File: src/rtl/ctd_pkg.sv
`default_nettype none
package ctd_pkg;

   localparam int SIZE_BITS_DEF = 32;

   localparam logic [7:0] CH_CR    = 8'h0D;
   localparam logic [7:0] CH_LF    = 8'h0A;
   localparam logic [7:0] CH_SEMI  = 8'h3B;
   localparam logic [7:0] CH_SPACE = 8'h20;
   localparam logic [7:0] CH_TAB   = 8'h09;
   localparam logic [7:0] CASE_BIT = 8'h20;

   typedef enum logic [2:0] {
      KIND_FRAME   = 3'd0,
      KIND_HEADER  = 3'd1,
      KIND_PAYLOAD = 3'd2,
      KIND_DONE    = 3'd3,
      KIND_ERROR   = 3'd4
   } kind_type;

   typedef enum logic [3:0] {
      ST_START,
      ST_SIZE,
      ST_EXT,
      ST_EXT_CR,
      ST_DATA,
      ST_AFTER,
      ST_AFTER_CR,
      ST_LAST_EXT,
      ST_LAST_EXT_CR,
      ST_TRAILER,
      ST_TRAILER_CR,
      ST_THDR,
      ST_THDR_CR
   } state_type;

   typedef struct packed {
      logic [7:0] data_byte;
      logic       buffer_end;
      logic       restart;
   } req_data_type;

   typedef struct packed {
      logic [2:0]  byte_kind;
      logic [7:0]  payload_byte;
      logic [31:0] chunk_size;
      logic [31:0] bytes_still_needed;
   } rsp_data_type;

endpackage
`default_nettype wire

File: src/rtl/ctd_if.sv
`default_nettype none
interface ctd_req_if;
   logic                  valid;
   logic                  ready;
   ctd_pkg::req_data_type payload;

   modport source (output valid, output payload, input ready);
   modport sink (input valid, input payload, output ready);
endinterface

interface ctd_rsp_if;
   logic                  valid;
   logic                  ready;
   ctd_pkg::rsp_data_type payload;

   modport source (output valid, output payload, input ready);
   modport sink (input valid, input payload, output ready);
endinterface
`default_nettype wire

File: src/rtl/ctd_step.sv
`default_nettype none
module ctd_step #(
   parameter int SIZE_BITS = ctd_pkg::SIZE_BITS_DEF
) (
   input  ctd_pkg::req_data_type req,
   input  ctd_pkg::state_type    state_cur,
   input  logic [SIZE_BITS-1:0]  rem_cur,
   input  logic                  err_cur,
   output ctd_pkg::state_type    state_nx,
   output logic [SIZE_BITS-1:0]  rem_nx,
   output logic                  err_nx,
   output ctd_pkg::rsp_data_type rsp
);

   ctd_pkg::state_type   st;
   logic [SIZE_BITS-1:0] rem;
   logic                 err;
   logic [7:0]           ch;
   logic [7:0]           lower;
   logic                 is_dig;
   logic                 is_alpha;
   logic                 is_hex;
   logic [3:0]           hv;
   logic                 size_full;

   ctd_pkg::state_type   st_dec;
   logic [SIZE_BITS-1:0] rem_dec;
   logic [SIZE_BITS-1:0] rem_less;
   ctd_pkg::kind_type    kind_dec;
   logic                 bad_dec;

   logic                 huge;
   logic [SIZE_BITS-1:0] sum5;
   logic [SIZE_BITS-1:0] sum4;
   logic [SIZE_BITS-1:0] need_val;
   logic [SIZE_BITS-1:0] size_val;
   logic                 bad;
   ctd_pkg::kind_type    kind;
   logic [SIZE_BITS+31:0] need_ext;
   logic [SIZE_BITS+31:0] size_ext;

   // restart acts before the byte is taken
   assign st  = req.restart ? ctd_pkg::ST_START : state_cur;
   assign rem = req.restart ? '0 : rem_cur;
   assign err = req.restart ? 1'b0 : err_cur;

   assign ch       = req.data_byte;
   assign lower    = ch | ctd_pkg::CASE_BIT;
   assign is_dig   = (ch >= 8'h30) && (ch <= 8'h39);
   assign is_alpha = (lower >= 8'h61) && (lower <= 8'h66);
   assign is_hex   = is_dig || is_alpha;
   assign hv       = is_dig ? ch[3:0] : 4'(lower - 8'h57);

   // another digit would overflow
   assign size_full = |rem[SIZE_BITS-1:SIZE_BITS-4];
   assign rem_less  = (rem != '0) ? rem - SIZE_BITS'(1) : '0;

   // next state
   always_comb begin
      st_dec   = st;
      rem_dec  = rem;
      kind_dec = ctd_pkg::KIND_FRAME;
      bad_dec  = 1'b0;
      if (!err) begin
         unique case (st)
            ctd_pkg::ST_START: begin
               if (!is_hex) begin
                  bad_dec = 1'b1;
               end else begin
                  rem_dec = SIZE_BITS'(hv);
                  st_dec  = ctd_pkg::ST_SIZE;
               end
            end
            ctd_pkg::ST_SIZE: begin
               if (size_full) begin
                  bad_dec = 1'b1;
               end else if (is_hex) begin
                  rem_dec = {rem[SIZE_BITS-5:0], hv};
               end else if (ch == ctd_pkg::CH_CR) begin
                  st_dec = (rem != '0) ? ctd_pkg::ST_EXT_CR : ctd_pkg::ST_LAST_EXT_CR;
               end else if (ch == ctd_pkg::CH_LF) begin
                  st_dec   = (rem != '0) ? ctd_pkg::ST_DATA : ctd_pkg::ST_TRAILER;
                  kind_dec = ctd_pkg::KIND_HEADER;
               end else if (ch == ctd_pkg::CH_SEMI || ch == ctd_pkg::CH_SPACE ||
                            ch == ctd_pkg::CH_TAB) begin
                  st_dec = (rem != '0) ? ctd_pkg::ST_EXT : ctd_pkg::ST_LAST_EXT;
               end else begin
                  bad_dec = 1'b1;
               end
            end
            ctd_pkg::ST_EXT: begin
               if (ch == ctd_pkg::CH_CR) begin
                  st_dec = ctd_pkg::ST_EXT_CR;
               end else if (ch == ctd_pkg::CH_LF) begin
                  st_dec   = ctd_pkg::ST_DATA;
                  kind_dec = ctd_pkg::KIND_HEADER;
               end
            end
            ctd_pkg::ST_EXT_CR: begin
               if (ch != ctd_pkg::CH_LF) begin
                  bad_dec = 1'b1;
               end else begin
                  st_dec   = ctd_pkg::ST_DATA;
                  kind_dec = ctd_pkg::KIND_HEADER;
               end
            end
            ctd_pkg::ST_DATA: begin
               kind_dec = ctd_pkg::KIND_PAYLOAD;
               rem_dec  = rem_less;
               if (rem_less == '0) begin
                  st_dec = ctd_pkg::ST_AFTER;
               end
            end
            ctd_pkg::ST_AFTER: begin
               if (ch == ctd_pkg::CH_CR) begin
                  st_dec = ctd_pkg::ST_AFTER_CR;
               end else if (ch == ctd_pkg::CH_LF) begin
                  st_dec = ctd_pkg::ST_START;
               end
            end
            ctd_pkg::ST_AFTER_CR: begin
               if (ch != ctd_pkg::CH_LF) begin
                  bad_dec = 1'b1;
               end else begin
                  st_dec = ctd_pkg::ST_START;
               end
            end
            ctd_pkg::ST_LAST_EXT: begin
               if (ch == ctd_pkg::CH_CR) begin
                  st_dec = ctd_pkg::ST_LAST_EXT_CR;
               end else if (ch == ctd_pkg::CH_LF) begin
                  st_dec   = ctd_pkg::ST_TRAILER;
                  kind_dec = ctd_pkg::KIND_HEADER;
               end
            end
            ctd_pkg::ST_LAST_EXT_CR: begin
               if (ch != ctd_pkg::CH_LF) begin
                  bad_dec = 1'b1;
               end else begin
                  st_dec   = ctd_pkg::ST_TRAILER;
                  kind_dec = ctd_pkg::KIND_HEADER;
               end
            end
            ctd_pkg::ST_TRAILER: begin
               if (ch == ctd_pkg::CH_CR) begin
                  st_dec = ctd_pkg::ST_TRAILER_CR;
               end else if (ch == ctd_pkg::CH_LF) begin
                  kind_dec = ctd_pkg::KIND_DONE;
               end else begin
                  st_dec = ctd_pkg::ST_THDR;
               end
            end
            ctd_pkg::ST_TRAILER_CR: begin
               if (ch != ctd_pkg::CH_LF) begin
                  bad_dec = 1'b1;
               end else begin
                  kind_dec = ctd_pkg::KIND_DONE;
               end
            end
            ctd_pkg::ST_THDR: begin
               if (ch == ctd_pkg::CH_CR) begin
                  st_dec = ctd_pkg::ST_THDR_CR;
               end else if (ch == ctd_pkg::CH_LF) begin
                  st_dec = ctd_pkg::ST_TRAILER;
               end
            end
            ctd_pkg::ST_THDR_CR: begin
               if (ch != ctd_pkg::CH_LF) begin
                  bad_dec = 1'b1;
               end else begin
                  st_dec = ctd_pkg::ST_TRAILER;
               end
            end
            default: begin
               bad_dec = 1'b1;
            end
         endcase
      end
   end

   // carry out of count + 5 means the count is within 5 of the top
   assign {huge, sum5} = {1'b0, rem_dec} + (SIZE_BITS+1)'(5);
   assign sum4         = rem_dec + SIZE_BITS'(4);

   always_comb begin
      unique case (st_dec)
         ctd_pkg::ST_START:       need_val = SIZE_BITS'(3);
         ctd_pkg::ST_SIZE:        need_val = (rem_dec != '0) ? sum5 : SIZE_BITS'(2);
         ctd_pkg::ST_EXT,
         ctd_pkg::ST_EXT_CR:      need_val = sum5;
         ctd_pkg::ST_DATA:        need_val = sum4;
         ctd_pkg::ST_AFTER,
         ctd_pkg::ST_AFTER_CR:    need_val = SIZE_BITS'(4);
         ctd_pkg::ST_LAST_EXT,
         ctd_pkg::ST_LAST_EXT_CR: need_val = SIZE_BITS'(2);
         ctd_pkg::ST_TRAILER,
         ctd_pkg::ST_TRAILER_CR:  need_val = SIZE_BITS'(1);
         default:                 need_val = SIZE_BITS'(2);
      endcase
   end

   // outputs and post checks
   always_comb begin
      state_nx = st_dec;
      rem_nx   = rem_dec;
      kind     = kind_dec;
      bad      = bad_dec;
      size_val = '0;
      if (!err && !bad && kind == ctd_pkg::KIND_HEADER) begin
         if (huge) begin
            bad = 1'b1;
         end else begin
            size_val = rem_dec;
         end
      end
      if (!err && !bad && kind == ctd_pkg::KIND_DONE) begin
         state_nx = ctd_pkg::ST_START;
         rem_nx   = '0;
      end
      if (!err && !bad && kind != ctd_pkg::KIND_DONE && req.buffer_end && huge) begin
         bad = 1'b1;
      end
      err_nx   = err || bad;
      size_ext = {32'd0, size_val};
      need_ext = {32'd0, need_val};
      if (err_nx) begin
         rsp.byte_kind          = ctd_pkg::KIND_ERROR;
         rsp.payload_byte       = 8'd0;
         rsp.chunk_size         = 32'd0;
         rsp.bytes_still_needed = 32'd0;
      end else begin
         rsp.byte_kind          = kind;
         rsp.payload_byte       = (kind == ctd_pkg::KIND_PAYLOAD) ? ch : 8'd0;
         rsp.chunk_size         = size_ext[31:0];
         rsp.bytes_still_needed = (req.buffer_end && kind != ctd_pkg::KIND_DONE) ?
                                  need_ext[31:0] : 32'd0;
      end
   end

endmodule
`default_nettype wire

File: src/rtl/chunked_transfer_decoder.sv
`default_nettype none
// Chunked transfer decoder: takes one body byte per request and returns one
// result per byte (framing, chunk header with its size, payload byte, message
// done or error). It accepts a byte every clock cycle while the result side
// is not stalled; each byte is registered in the request register, and its
// result in the result register. The limit is the per-byte loop through the
// parser state and the size/remaining counter. An error holds until a request
// with restart set. SIZE_BITS sets the width of the internal size counter.
module chunked_transfer_decoder #(
   parameter int SIZE_BITS = ctd_pkg::SIZE_BITS_DEF
) (
   input  wire               clock,
   input  wire               reset,
   ctd_req_if.sink           req_chan,
   ctd_rsp_if.source         rsp_chan
);

   logic                  in_valid_ff;
   ctd_pkg::req_data_type req_ff;
   ctd_pkg::state_type    state_ff;
   ctd_pkg::state_type    state_in;
   logic [SIZE_BITS-1:0]  rem_ff;
   logic [SIZE_BITS-1:0]  rem_in;
   logic                  err_ff;
   logic                  err_in;
   logic                  rsp_valid_ff;
   ctd_pkg::rsp_data_type rsp_ff;
   ctd_pkg::rsp_data_type rsp_in;
   logic                  out_free;
   logic                  advance;

   assign out_free       = !rsp_valid_ff || rsp_chan.ready;
   assign advance        = in_valid_ff && out_free;
   assign req_chan.ready = !in_valid_ff || out_free;

   ctd_step #(
      .SIZE_BITS (SIZE_BITS)
   ) u_step (
      .req       (req_ff),
      .state_cur (state_ff),
      .rem_cur   (rem_ff),
      .err_cur   (err_ff),
      .state_nx  (state_in),
      .rem_nx    (rem_in),
      .err_nx    (err_in),
      .rsp       (rsp_in)
   );

   always_ff @(posedge clock) begin
      if (reset) begin
         in_valid_ff  <= 1'b0;
         rsp_valid_ff <= 1'b0;
         state_ff     <= ctd_pkg::ST_START;
         rem_ff       <= '0;
         err_ff       <= 1'b0;
      end else begin
         if (req_chan.ready) begin
            in_valid_ff <= req_chan.valid;
         end
         if (out_free) begin
            rsp_valid_ff <= in_valid_ff;
         end
         if (advance) begin
            state_ff <= state_in;
            rem_ff   <= rem_in;
            err_ff   <= err_in;
         end
      end
   end

   always_ff @(posedge clock) begin
      if (req_chan.valid && req_chan.ready) begin
         req_ff <= req_chan.payload;
      end
      if (advance) begin
         rsp_ff <= rsp_in;
      end
   end

   assign rsp_chan.valid   = rsp_valid_ff;
   assign rsp_chan.payload = rsp_ff;

endmodule
`default_nettype wire

File: src/flat_wrapper.sv
// flat-port wrapper written by rule: the top's interface ports become plain ports
module chunked_transfer_decoder_flat 
#(
   parameter int SIZE_BITS = ctd_pkg::SIZE_BITS_DEF
)
  (clock, reset, req_chan_valid, req_chan_payload, req_chan_ready, rsp_chan_valid, rsp_chan_payload, rsp_chan_ready);
  ctd_req_if req_chan_i ();
  ctd_rsp_if rsp_chan_i ();
  input  wire clock;
  input  wire reset;
  input wire logic [$bits(req_chan_i.valid)-1:0] req_chan_valid;
  input wire logic [$bits(req_chan_i.payload)-1:0] req_chan_payload;
  output wire logic [$bits(req_chan_i.ready)-1:0] req_chan_ready;
  output wire logic [$bits(rsp_chan_i.valid)-1:0] rsp_chan_valid;
  output wire logic [$bits(rsp_chan_i.payload)-1:0] rsp_chan_payload;
  input wire logic [$bits(rsp_chan_i.ready)-1:0] rsp_chan_ready;
  assign req_chan_i.valid = req_chan_valid;
  assign req_chan_i.payload = req_chan_payload;
  assign req_chan_ready = req_chan_i.ready;
  assign rsp_chan_valid = rsp_chan_i.valid;
  assign rsp_chan_payload = rsp_chan_i.payload;
  assign rsp_chan_i.ready = rsp_chan_ready;
  chunked_transfer_decoder #(.SIZE_BITS(SIZE_BITS)) u_core (.clock(clock), .reset(reset), .req_chan(req_chan_i), .rsp_chan(rsp_chan_i));
endmodule
File: config.mk
export PLATFORM = sky130hd
export DESIGN_NAME = chunked_transfer_decoder_flat
export DESIGN_NICKNAME = d
export VERILOG_FILES = /design/src/rtl/ctd_pkg.sv /design/src/rtl/ctd_if.sv /design/src/rtl/ctd_step.sv /design/src/rtl/chunked_transfer_decoder.sv /design/src/flat_wrapper.sv
export SDC_FILE = /design/constraint.sdc
export NUM_CORES = 1
export LEC_CHECK = 0
export ABC_AREA = 1
export BUFFER_PORTS_ARGS = -buffer_cell sky130_fd_sc_hd__buf_2
export CORE_MARGIN = 2
export CORE_UTILIZATION = 30
export CTS_CLUSTER_SIZE = 30
export DETAILED_ROUTE_END_ITERATION = 10
export PLACE_DENSITY = 0.44
export SYNTH_ARGS = -nofsm -noshare
export SYNTH_HDL_FRONTEND = slang
export SYNTH_SLANG_ARGS = --single-unit
File: constraint.sdc
create_clock -name clock -period 7.7 [get_ports clock]
set_input_delay 1.155 -clock clock [delete_from_list [all_inputs] [get_ports clock]]
set_output_delay 1.155 -clock clock [all_outputs]
set_load 0.01 [all_outputs]
==> results.md <==
- Status: finished clean
- Setup_tns: 0 ns
- Dpl hpwl: between 30000 and 40000 um
- Clock Sinks: 124
- WP data arrival: 5.94 ns
- Synth-to-Final Area Change: 13.9%
- Drt pass-1 iters: 5
- Fin crit period: just under 6 ns
- Clock insertion delay at the later pin of the skew report: between 0.4 and 0.5 ns
- Yosys reg bits: 124
- Setup Viol. Count Final: 0
- Worst Path Buf+Inv: 2
- Critical Path Start Type: register
- Largest net degree at the start of global routing: 58
- DIE WIDTH: 190 um
- Max Cap Violations: 0
- Routed WL per cell: ~19 um
- Max Clk Rate: 173 MHz
- WS Path Type: reg -> reg
- Synth Area per Inst: around 6.5 sq um
- H-tree depth: 4
- Cell area after synthesis: 10400 sq um
- Crit share post-route: between 70% and 80%
- Clock slew at reported path FFs: roughly 0.06 ns
- Total CTS buffers: 17
- Worst min path class: reg -> reg
- Synth async-reset ratio: 0%
- Final WL: around 42000 um
- Fillcell total: ~3800
- Die ar.: 36100 sq um
- Mapped Nets: approximately 1600
- Internal power consumption: 1.41 mW
- Hold buffer count at cts: 0
- # port buffers: 90
- ANT cells: 0
- CTS tree: built
- Synth Instances: 1609
- Row count: just under 70
- Sw frac: between 30 and 40%
- DRT antenna net count: 0
- Worst path slowest cell: inv_2
- Yosys top cell area share: about a quarter
- Share of cells above drive strength 1: between 10% and 20%
- Clk_skew: around 0.014 ns
- Root buffer cell: clkbuf_16
- Final hold vios: 0
- First-pass GRT wire length: roughly 63000 um
- Sequential area share after synthesis: between 30% and 40%
- Net Switching: between 600 and 700 uW
- Setup WS pre-CTS: between 1.5 and 2 ns
- Height of the die: approximately 190 um
- Post-cts resize count: 0
- Crit-path max cell delay: around 0.75 ns
- Grt total ovfl: 0
- Unrepaired setup endpoints after global routing: no
- Max FO, Critical Path: 55
- Cell taking the most area after synthesis: edfxtp_1
- Number of flops mapped to enable cells by yosys: 85
- PwrDens: 173 nW/um^2
- Commonest non-fill, non-tap cell in the layout: nand2_1
- Most used cell, CP: nand2_1
- Total track usage: a little under a quarter
- Worst slew pin tran: slightly above 1 ns
- Share of power burned in registers: about 36%
- Peak VDD IR: ~0.14 mV
- Number of global-route vias before repair: approximately 11000
- Commonest non-fill, non-tap cells in the layout: nand2_1 (467), nor2_1 (230), nand3_1 (195)
- Vias per Instance: approximately 5
- Combinational fraction of design power: a little under 20%
- Core area: about 34000 sq um
- Initial antenna violation count: 0
- Clock Power Share: 43.7%
- Pleak: between 5 and 6 nW
- Initial Util: 30.3%
- Critical Path RT: about 7.9 ns
- Ranking of synthesized cells by area: edfxtp_1 (25%), nand2_1 (17%), nand3_1 (9.4%)
- Synth warn: 0
- Setup bufs post-CTS: 0
- Clk buf depth: 2
- Ys flop type: edfxtp_1
- Worst Slack Setup Final: just under 2 ns
- Slew HR: 31.0%
- Crit end category: register
- Yosys cell types: between 40 and 50
- Fin nets: 1707
- Fin. max-slew vios: 0
- Via count: between 10000 and 15000
- DRT iter0 DRCs: about 900
- DR DRC count: 0
- Ports: between 90 and 100
- CP delay by family, top: simple AND/OR/NAND/NOR gates
- Placer Congestion: 0.952
## Yosys cell counts (4+ instances only)
master and instances:
xor2_1 38, nor2_1 230, a21oi_1 100, inv_2 12, buf_2 12, nor3_1 10, o21ai_2 7, ha_1 10
edfxtp_1 85, inv_1 149, o211ai_1 6, buf_6 13, clkbuf_1 16, nor2_2 16, nor2_4 7, o21ai_1 13
dfxtp_1 39, a21oi_2 7, nand3_1 195, nand3_2 8, nand4_1 35, buf_1 4, nand2_2 30, nand2_4 4
nand2_1 467, o21ai_0 64, buf_4 7
## registers in the layout (all words and copies together) (netlist names)
signal	cells
u_core.in_valid_ff	1
u_core.err_ff	1
u_core.state_ff	4
u_core.rem_ff	32
u_core.rsp_chan.payload	75
u_core.req_ff	10
u_core.rsp_chan.valid	1
## power groups by stage
stage / combinational, mW / sequential [mW] / clock (mW)
2_1_floorplan: 0.271 / 0.766 / 0
3_3_place_gp: 0.405 / 0.759 / 0
3_5_place_dp: 0.399 / 0.759 / 0
4_1_cts: 0.401 / 0.744 / 0.913
5_1_grt: 0.444 / 0.747 / 0.937
6_report: 0.406 / 0.744 / 0.894
## through the flow
stage | util, % | std cells | instance area, sq um | total power [mW] | hold slack [ns]
6_report | 34.5 | 2151 | 11800 | 2.04 | 0.483
5_1_grt | 34.5 | 2151 | 11800 | 2.13 | 0.500
4_1_cts | 34.5 | 2151 | 11800 | 2.06 | 0.486
3_5_place_dp | 32.7 | 2119 | 11200 | 1.16 | 0.476
3_3_place_gp | 32.7 | 2119 | 11200 | 1.16 | 0.477
2_1_floorplan | - | 1609 | 10400 | 1.04 | 0.445
## logic make-up (layout without fill, tap and decap cells)
logic type | count (synthesis) | count (layout) | synth area share, %
buffers and inverters | 214 | 301 | 9.08
AND/OR/NAND/NOR | 1011 | 1011 | 43.0
adder cells (fa/ha/maj) | 10 | 10 | 1.20
flip-flops | 124 | 124 | 32.1
AO/OA/AOI/OAI | 210 | 210 | 11.2
XOR/XNOR | 40 | 40 | 3.37
## area by class of cell
cell class	instances	area, sq um	share of cell area, %
Multi-Input combinational cell	1271	6110	51.6
Sequential cell	124	3330	28.2
Inverter	162	612	5.17
Timing Repair Buffer	107	578	4.88
Tap cell	455	569	4.81
Clock buffer	20	437	3.69
Clock inverter	12	195	1.65
## routing by layer
metal | routed length (um) | GRT usage, %
met5 | 0 | 0
met4 | 1320 | 8.41
met3 | 2000 | 2.69
met2 | 18800 | 37.3
met1 | 19500 | 31.9
## path summary, 6_finish.rpt
kind,from,to,slack [ns],cells past startpoint
worst max-delay path,u_core.req_ff[0]$_DFFE_PP_,u_core.rsp_chan.payload[45]$_SDFFCE_PP0P_,1.92,25
worst min-delay path,u_core.rem_ff[24]$_SDFFE_PP0P_,u_core.rem_ff[24]$_SDFFE_PP0P_,0.48,2
worst max register to register,u_core.req_ff[0]$_DFFE_PP_,u_core.rsp_chan.payload[45]$_SDFFCE_PP0P_,1.92,25
worst min register to register,u_core.rem_ff[24]$_SDFFE_PP0P_,u_core.rem_ff[24]$_SDFFE_PP0P_,0.48,2
## worst register-to-register path, cell delays in order, from the launching register on
cell and delay (ns):
edfxtp_1 0.44, inv_2 0.75, nand2_2 0.26, ha_1 0.33, nand2_1 0.08, nor2_1 0.07
nand2_2 0.11, nor2_4 0.06, nand2_4 0.48, nand3_1 0.16, nand3_1 0.12, nand2_1 0.05
nand2_1 0.20, ha_1 0.24, nand2_1 0.09, nand2_1 0.07, nand2_1 0.07, nor2_2 0.19
nand2_2 0.14, nor2_4 0.17, nand3_2 0.10, nor2_2 0.13, nand2_1 0.11, nand2_1 0.67
buf_4 0.32, a31oi_1 0.07
No activity file was read; power rests on OpenSTA's default activity.
